## config.mk

```make
export PLATFORM = sky130hd
export DESIGN_NAME = skl_ctrl
export DESIGN_NICKNAME = d
export VERILOG_FILES = /design/src/rtl/skl_pkg.sv /design/src/rtl/skl_ctrl.sv
export SDC_FILE = /design/constraint.sdc
export NUM_CORES = 1
export LEC_CHECK = 0
export BUFFER_PORTS_ARGS = -buffer_cell sky130_fd_sc_hd__buf_2
export CAP_MARGIN = 25
export CORE_MARGIN = 2
export CORE_UTILIZATION = 35
export CTS_BUF_LIST = sky130_fd_sc_hd__clkbuf_4 sky130_fd_sc_hd__clkbuf_8
export DETAILED_ROUTE_END_ITERATION = 10
export MAX_ROUTING_LAYER = met4
export PLACE_DENSITY = 0.67
export SYNTH_ARGS = -nofsm -noshare
export SYNTH_HDL_FRONTEND = slang
export SYNTH_SLANG_ARGS = --single-unit
```

## constraint.sdc

```tcl
create_clock -name clk_i -period 1.37 [get_ports clk_i]
set_input_delay 0.274 -clock clk_i [delete_from_list [all_inputs] [get_ports clk_i]]
set_output_delay 0.274 -clock clk_i [all_outputs]
set_load 0.02 [all_outputs]
```

## src/rtl/skl_pkg.sv

```systemverilog
// shared types and constants of the keyframe track block
`default_nettype none
package skl_pkg;

  localparam int KEY_CAPACITY = 1024;
  localparam int KEY_AW       = $clog2(KEY_CAPACITY);
  localparam int KEY_CW       = $clog2(KEY_CAPACITY + 1);
  localparam int VAL_W        = 32;
  localparam int NUM_COMP     = 4;
  localparam int COMP_W       = $clog2(NUM_COMP);
  localparam int WORD_W       = VAL_W * (NUM_COMP + 1);

  typedef logic [NUM_COMP-1:0][VAL_W-1:0] val_arr_t;

  typedef enum logic [2:0] {
    ST_INSERTED  = 3'd0,
    ST_REPLACED  = 3'd1,
    ST_FULL      = 3'd2,
    ST_EVALUATED = 3'd3,
    ST_EMPTY     = 3'd4
  } status_e;

  typedef enum logic [1:0] {
    SEL_ZERO = 2'd0,
    SEL_HOLD = 2'd1,
    SEL_LERP = 2'd2
  } res_sel_e;

  // commands from the controller to the datapath
  typedef struct packed {
    logic     load;
    logic     srch_rd;
    logic     srch_upd;
    logic     sh_rd;
    logic     sh_wr;
    logic     wr_key;
    logic     ins;
    logic     rd_k0;
    logic     rd_k1;
    logic     lerp_start;
    logic     res_load;
    res_sel_e res_sel;
    status_e  res_status;
  } ctl_cmd_t;

  // status from the datapath to the controller
  typedef struct packed {
    logic n_zero;
    logic full;
    logic srch_done;
    logic eq;
    logic sh_done;
    logic hold;
    logic lerp_done;
    logic last_comp;
    logic out_busy;
  } dp_stat_t;

endpackage
`default_nettype wire

```

## src/rtl/skl_ctrl.sv

```systemverilog
// controller state machine sequencing search, shift, write and interpolation
`default_nettype none
module skl_ctrl (
  input  wire logic              clk_i,
  input  wire logic              rst_ni,
  input  wire logic              in_valid_i,
  input  wire logic              in_func_i,
  output logic                   in_ready_o,
  input  wire skl_pkg::dp_stat_t stat_i,
  output skl_pkg::ctl_cmd_t      cmd_o
);
  import skl_pkg::*;

  typedef enum logic [3:0] {
    S_IDLE, S_SRCH_RD, S_SRCH_CMP, S_SET_DEC, S_SH_RD, S_SH_WR, S_WR_KEY,
    S_EV_DEC, S_RD_K1, S_LERP_GO, S_LERP_WAIT, S_RESP
  } state_e;

  state_e   state_q, state_d;
  logic     func_q, func_d;
  status_e  status_q, status_d;
  res_sel_e sel_q, sel_d;
  logic     accept;

  assign in_ready_o = (state_q == S_IDLE);
  assign accept     = in_valid_i & in_ready_o;

  // next state and command decode
  always_comb begin
    state_d  = state_q;
    func_d   = func_q;
    status_d = status_q;
    sel_d    = sel_q;
    cmd_o    = '0;
    cmd_o.res_sel    = sel_q;
    cmd_o.res_status = status_q;
    case (state_q)
      S_IDLE: begin
        if (accept) begin
          cmd_o.load = 1'b1;
          func_d     = in_func_i;
          if (in_func_i && stat_i.n_zero) begin
            status_d = ST_EMPTY;
            sel_d    = SEL_ZERO;
            state_d  = S_RESP;
          end else begin
            state_d = S_SRCH_RD;
          end
        end
      end
      S_SRCH_RD: begin
        if (stat_i.srch_done) begin
          state_d = func_q ? S_EV_DEC : S_SET_DEC;
        end else begin
          cmd_o.srch_rd = 1'b1;
          state_d       = S_SRCH_CMP;
        end
      end
      S_SRCH_CMP: begin
        cmd_o.srch_upd = 1'b1;
        state_d        = S_SRCH_RD;
      end
      S_SET_DEC: begin
        sel_d = SEL_ZERO;
        if (stat_i.eq) begin
          status_d = ST_REPLACED;
          state_d  = S_WR_KEY;
        end else if (stat_i.full) begin
          status_d = ST_FULL;
          state_d  = S_RESP;
        end else begin
          status_d = ST_INSERTED;
          state_d  = S_SH_RD;
        end
      end
      S_SH_RD: begin
        if (stat_i.sh_done) begin
          state_d = S_WR_KEY;
        end else begin
          cmd_o.sh_rd = 1'b1;
          state_d     = S_SH_WR;
        end
      end
      S_SH_WR: begin
        cmd_o.sh_wr = 1'b1;
        state_d     = S_SH_RD;
      end
      S_WR_KEY: begin
        cmd_o.wr_key = 1'b1;
        cmd_o.ins    = (status_q == ST_INSERTED);
        state_d      = S_RESP;
      end
      S_EV_DEC: begin
        status_d    = ST_EVALUATED;
        cmd_o.rd_k0 = 1'b1;
        if (stat_i.hold) begin
          sel_d   = SEL_HOLD;
          state_d = S_RESP;
        end else begin
          sel_d   = SEL_LERP;
          state_d = S_RD_K1;
        end
      end
      S_RD_K1: begin
        cmd_o.rd_k1 = 1'b1;
        state_d     = S_LERP_GO;
      end
      S_LERP_GO: begin
        cmd_o.lerp_start = 1'b1;
        state_d          = S_LERP_WAIT;
      end
      S_LERP_WAIT: begin
        if (stat_i.lerp_done) begin
          state_d = stat_i.last_comp ? S_RESP : S_LERP_GO;
        end
      end
      S_RESP: begin
        if (!stat_i.out_busy) begin
          cmd_o.res_load = 1'b1;
          state_d        = S_IDLE;
        end
      end
      default: state_d = S_IDLE;
    endcase
  end

  // state and registered decisions
  always_ff @(posedge clk_i or negedge rst_ni) begin
    if (!rst_ni) begin
      state_q  <= S_IDLE;
      func_q   <= 1'b0;
      status_q <= ST_INSERTED;
      sel_q    <= SEL_ZERO;
    end else begin
      state_q  <= state_d;
      func_q   <= func_d;
      status_q <= status_d;
      sel_q    <= sel_d;
    end
  end

endmodule
`default_nettype wire

```

==> results of run 1 <==
[worst max-delay path, delay by kind of cell (launching register included)]
kind | cells | cell delay [ns]
flops | 1 | 0.43
buf+inv | 2 | 0.25
simple gates | 2 | 0.48
[sequential cells by signal (all words and copies together), names as in the netlist]
signal	count
state_q	4
status_q	3
sel_q	2
func_q	1
[cell type report]
type	instances	share of cell area [%]
inverters	6	1.59
repair buffers	58	33.1
clock buffers	4	2.56
flip-flops and latches	10	17.9
well taps	27	2.39
multi-input cells	66	42.4
[cells in the mapped netlist]
cell	count
a211oi_1	1
a21bo_2	1
a21boi_0	1
a21o_1	1
a21oi_1	3
a22o_1	1
a2bb2oi_1	1
a31oi_1	2
and2_1	2
and3_1	1
and3b_1	1
and4_1	1
buf_2	3
buf_6	2
clkbuf_1	1
clkbuf_2	1
dfrtp_1	10
inv_1	6
mux2_2	1
nand2_1	3
nand2_4	1
nand2b_1	5
nand4_1	1
nand4bb_1	1
nor2_1	10
nor2b_1	3
nor3_1	4
nor3b_1	2
nor4_1	3
nor4_4	1
o211a_1	1
o211ai_1	1
o211ai_2	1
o21ai_0	4
o21ai_1	1
o21bai_1	1
o311a_1	1
o31ai_1	1
o32ai_1	1
or2_1	1
or3_1	1
or4_1	1
[how the worst min path moves through the flow]
stage	from	endpoint	slack (ns)	depth (start not counted)
final	stat_i[3]	sel_q[0]$_DFFE_PN0P_	0.27	2
after global routing	stat_i[3]	sel_q[0]$_DFFE_PN0P_	0.28	2
after CTS	stat_i[3]	sel_q[0]$_DFFE_PN0P_	0.27	2
after detailed placement	rst_ni	sel_q[1]$_DFFE_PN0P_	0.15	1
after global placement	rst_ni	sel_q[1]$_DFFE_PN0P_	0.15	1
after floorplan	rst_ni	func_q$_DFFE_PN0P_	-0.02	0
[power by group through the flow]
stage	Sequential, mW	Combinational (mW)	Clock (mW)
after floorplan	0.613	1.09	0
after global placement	0.570	1.60	0
after detailed placement	0.577	1.64	0
after CTS	0.588	1.89	0.283
after global routing	0.619	2.42	0.300
final	0.605	2.27	0.279
[metrics by stage]
step	utilization, %	power [mW]	TNS, ns	setup slack [ns]
3_5_place_dp	55.3	2.21	-1.34	-0.122
3_3_place_gp	55.3	2.17	-1.05	-0.115
6_report	70.7	3.16	-4.02	-0.331
4_1_cts	63.9	2.76	-3.90	-0.327
2_1_floorplan	-	1.70	-1.93	-0.217
5_1_grt	70.7	3.33	-5.35	-0.401
[logic make-up after synthesis]
| group | count (synthesis) | synth area share, % |
|---|---|---|
| multiplexers | 1 | 1.49 |
| AND/OR/NAND/NOR | 42 | 34.3 |
| buffers and inverters | 13 | 9.10 |
| flip-flops | 10 | 33.1 |
| AO/OA/AOI/OAI | 23 | 22.0 |
[layer usage]
| metal | up-vias | wire length, microns |
|---|---|---|
| met5 | - | 0 |
| met4 | 0 | 24 |
| met3 | 4 | 106 |
| met2 | 28 | 1240 |
| met1 | 453 | 1110 |
| li1 | 432 | - |
[what timing repair did]
| item | in CTS | in global routing |
|---|---|---|
| gates resized for setup | 32 | 23 |
| hold buffers | 1 | 0 |
| hold endpoints to repair | 10 | 0 |
| setup buffers | 3 | 6 |
| setup endpoints to repair | 21 | 22 |
| pin swaps | 7 | 11 |
==> impl_metrics.yaml, run 1 <==
timing:
  hold_violations: 0
  fmax_mhz: 588
  period_share_pct: 124
  setup_viol: 21
  skew_ns: 0.00645
  slew_headroom_pct: 79.3
  min_period_ns: 1.70
  timing.final.ws_setup_ns: -0.331
  drv_slew: 0
  rsz0062_at_grt: "true"
  hold_slack_ns: 0.270
  max_slew.worst_pin.slew_ns: 0.309
power_and_ir_drop:
  p_sw_mw: 1.37
  sequentialPowerShare_pct: 19.2
  p_clk_share_pct: 8.8
  power_density_nw_per_um2: 2230
  ir_drop_mv: 1.29
  internal-power_mw: 1.79
  leakage_nw: 0.685
  combPwrFrac_pct: 72.0
  sw_frac_of_total_pct: 43.3
clock_tree:
  cts_tree: "yes"
  clk_pin_slew_ns: 0.08
  cts_buffers: 3
  clock_latency_ns: 0.28
  cts.path.max_buffers: 2
  cts_num_sinks: 10
  cts_max_level: 1
  root_buffer: "clkbuf_4"
critical_path:
  crit_start: "state_q[0]$_DFFE_PN0P_"
  arrival_ns: 1.43
  crit_chain: "buf_6 > nor4_4 > and2_4 > buf_6"
  cp_max_fo: 3
  cp-start-kind: "flip-flop"
  slowest_delay_ns: 0.43
  cpMostUsedCell: "buf_6"
  worst_setup_path_end_kind: "output port"
  r2r_cells: 6
  reg2reg_slack_ns: -0.25
  regToRegStartpoint: "state_q[0]$_DFFE_PN0P_"
  critPathSlowestCell: "dfrtp_1"
  r2r-end: "func_q$_DFFE_PN0P_"
  crit_type: "flip-flop to output port"
  timing.critical_path.to: "cmd_o[15]"
  required_ns: 1.10
global_route:
  grt_max_degree: 11
  grt_pass1_wl_microns: 3660
  grt_busiest_layer: "met2"
  met1_usage_pct: 23.6
  grt_use_met2_pct: 34.2
  grt_pass1_vias: 848
  grt_use_total_pct: 19.6
  gr-total-overflow: 0
  use_met3_pct: 4.46
  antenna_found_initial: 0
floorplanning:
  start_util_pct: 37.8
  rows: 16
  io-pin-count: 30
  fp.dieArea_sq_um: 2550
  coreArea_sq_um: 2000
  die_h_microns: 50.5
  die_w_microns: 50.5
placement:
  dpl.hpwl_microns: 1760
  io_buffers: 29
  place_inst: 157
  placed_area_sq_um: 1110
  place_congestion: 0.846
layout:
  seq_area_sq_um: 254
  fill_cells: 153
  final_cells: 171
  syn_to_final_growth_pct: 87.3
  nNetsFinal: 158
  diodes: 0
  layout-drive-gt1-share_pct: 64.6
  multi_input_area_sq_um: 601
  final_cell_mix: "buf_6, buf_4, buf_2, nor2_1, dfrtp_1"
  mostFrequentLayoutCell: "buf_6"
  stdcell_area_sq_um: 1420
outcome:
  failed_checks: "setup timing"
  status: "finished, violations left"
drt:
  wl_microns: 2490
  wl_per_cell_microns: 14.5
  first_pass_iters: 4
  vias_per_cell: 5.36
  route.antenna.remaining_nets: 0
  drt_first_iter_violations: 10
  route.detailed.drc: 0
  num_vias: 917
worst_hold_path:
  min_path_type: "input port to flip-flop"
synthesis:
  syn_nets: 102
  synth_warnings: 0
  synth_area_sq_um: 756
  synth_area_leader_cell: "dfrtp_1"
  yosysSeqAreaShare_pct: 33.1
  avgSynthCellArea_sq_um: 8.49
  synth_top_area_share_pct: 33.1
  synth_seq_cells: 10
  synth.distinct_cells: 42
  syn_inst: 89
  ys_top_cells_by_area: "dfrtp_1, nor2_1, nand2b_1"
run:
  cap_violations: 0
No activity file was read; power rests on OpenSTA's default activity.
==> inputs of run 2 (changes only) <==
Settings changed: PLACE_DENSITY 0.67 to 0.65, SKIP_CTS_REPAIR_TIMING set to 1.
Clock period 1.37 ns to 2.13 ns, I/O delays scaled along.
==> impl_metrics.yaml, run 2 (synthesis results as in run 1) <==
global_route:
  antenna_found_initial: 0
  grt_max_degree: 17
  grt_pass1_vias: 689
  gr-total-overflow: 0
  grt_pass1_wl_microns: 3150
  grt_use_total_pct: 16.9
drt:
  vias_per_cell: 5.31
  wl_microns: 1900
  drt_first_iter_violations: 10
  route.detailed.drc: 0
  num_vias: 770
  first_pass_iters: 4
  route.antenna.remaining_nets: 0
  wl_per_cell_microns: 13.1
layout:
  syn_to_final_growth_pct: 24.5
  largest_register: "state_q"
  largest_reg_flops: 4
  layout-drive-gt1-share_pct: 34.7
  fill_cells: 224
  final_cell_mix: "buf_2, nor2_1, dfrtp_1, inv_1, nand2b_1"
  reg.largest.list: "state_q (4), status_q (3), sel_q (2)"
  mostFrequentLayoutCell: "buf_2"
  nNetsFinal: 133
  diodes: 0
critical_path:
  regToRegStartpoint: "state_q[1]$_DFFE_PN0P_"
  crit_type: "flip-flop to output port"
  cp_max_fo: 11
  critPathSlowestCell: "dfrtp_1"
  cp-start-kind: "flip-flop"
  worst_setup_path_end_kind: "output port"
  required_ns: 1.70
  arrival_ns: 1.59
  crit_start: "state_q[0]$_DFFE_PN0P_"
  crit_chain: "buf_4 > nor4_1 > buf_2"
  slowest_delay_ns: 0.49
timing:
  rsz0062_at_grt: "false"
  setup_tns_ns: 0
  max_slew.worst_pin.slew_ns: 0.349
  drv_slew: 0
  timing.final.ws_setup_ns: 0.114
  slew_headroom_pct: 76.5
  setup_viol: 0
  hold_violations: 0
  fmax_mhz: 496
  skew_ns: 0.00239
  period_share_pct: 94.7
  min_period_ns: 2.02
clock_tree:
  cts_tree: "yes"
  cts_buffers: 3
  cts_num_sinks: 10
  cts_max_level: 1
  cts.path.max_buffers: 2
  clock_latency_ns: 0.26
  clk_pin_slew_ns: 0.06
  root_buffer: "clkbuf_4"
power_and_ir_drop:
  p_clk_share_pct: 9.9
  power_density_nw_per_um2: 1380
  sequentialPowerShare_pct: 27.8
  internal-power_uw: 679
  ir_drop_mv: 0.575
  p_sw_uw: 618
  sw_frac_of_total_pct: 47.6
  leakage_nw: 0.492
  total_power_mw: 1.30
  combPwrFrac_pct: 62.4
floorplanning:
  fp.dieArea_sq_um: 2550
  die_h_microns: 50.5
  io-pin-count: 30
  die_w_microns: 50.5
  coreArea_sq_um: 2000
  rows: 16
  start_util_pct: 37.8
placement:
  io_buffers: 29
  place_congestion: 0.823
  post-place-ws_ns: 0.406
  dpl.hpwl_microns: 1480
run:
  cap_violations: 0
outcome:
  status: "finished clean"
worst_hold_path:
  min_path_type: "input port to async pin"
[run 2: power by group through the flow]
stage / clock, mW / combinational (mW) / sequential (mW)
2_1_floorplan: 0 / 0.603 / 0.381
3_3_place_gp: 0 / 0.802 / 0.359
3_5_place_dp: 0 / 0.814 / 0.364
4_1_cts: 0.135 / 0.817 / 0.361
5_1_grt: 0.141 / 0.885 / 0.378
6_report: 0.128 / 0.809 / 0.360
[run 2: cell type report]
type                            count  area (sq um)  share of cell area (%)
Sequential cell                    10           250                    26.6
Multi-Input combinational cell     66           437                    46.4
Timing Repair Buffer               33           175                    18.6
Inverter                            6          22.5                    2.39
Tap cell                           27          33.8                    3.59
Clock buffer                        3          22.5                    2.39
[run 2: critical path: cells and delay by family, from the launching register on]
kind,cells,cell delay (ns)
buffers and inverters,2,0.46
and+or+nand+nor,1,0.37
DFF,1,0.49
[run 2: stage by stage]
| step | hold WS [ns] | cell area (sq um) | util, % | cells |
|---|---|---|---|---|
| 3_3_place_gp | 0.300 | 918 | 45.9 | 142 |
| 6_report | 0.0201 | 941 | 47.0 | 145 |
| 2_1_floorplan | 0.130 | 756 | - | 89 |
| 3_5_place_dp | 0.307 | 918 | 45.9 | 142 |
| 5_1_grt | 0.0243 | 941 | 47.0 | 145 |
| 4_1_cts | 0.0190 | 941 | 47.0 | 145 |
[run 2: worst paths after layout]
path                                          end  slack, ns  depth (start not counted)
max                                     cmd_o[12]       0.11                          3
min                            func_q$_DFFE_PN0P_       0.02                          1
max reg2reg                state_q[1]$_DFFE_PN0P_       0.46                          5
min reg2reg                  sel_q[1]$_DFFE_PN0P_       0.49                          1
max in group asynchronous  state_q[1]$_DFFE_PN0P_       1.91                          1
min in group clk_i           sel_q[0]$_DFFE_PN0P_       0.44                          2
[run 2: routing by layer]
metal	up-vias	share of wire, %	track usage, %
met2	35	43	24.6
met5	-	0	-
met1	352	47	22.9
li1	379	-	-
met4	0	1.4	8.11
met3	4	8.4	2.98
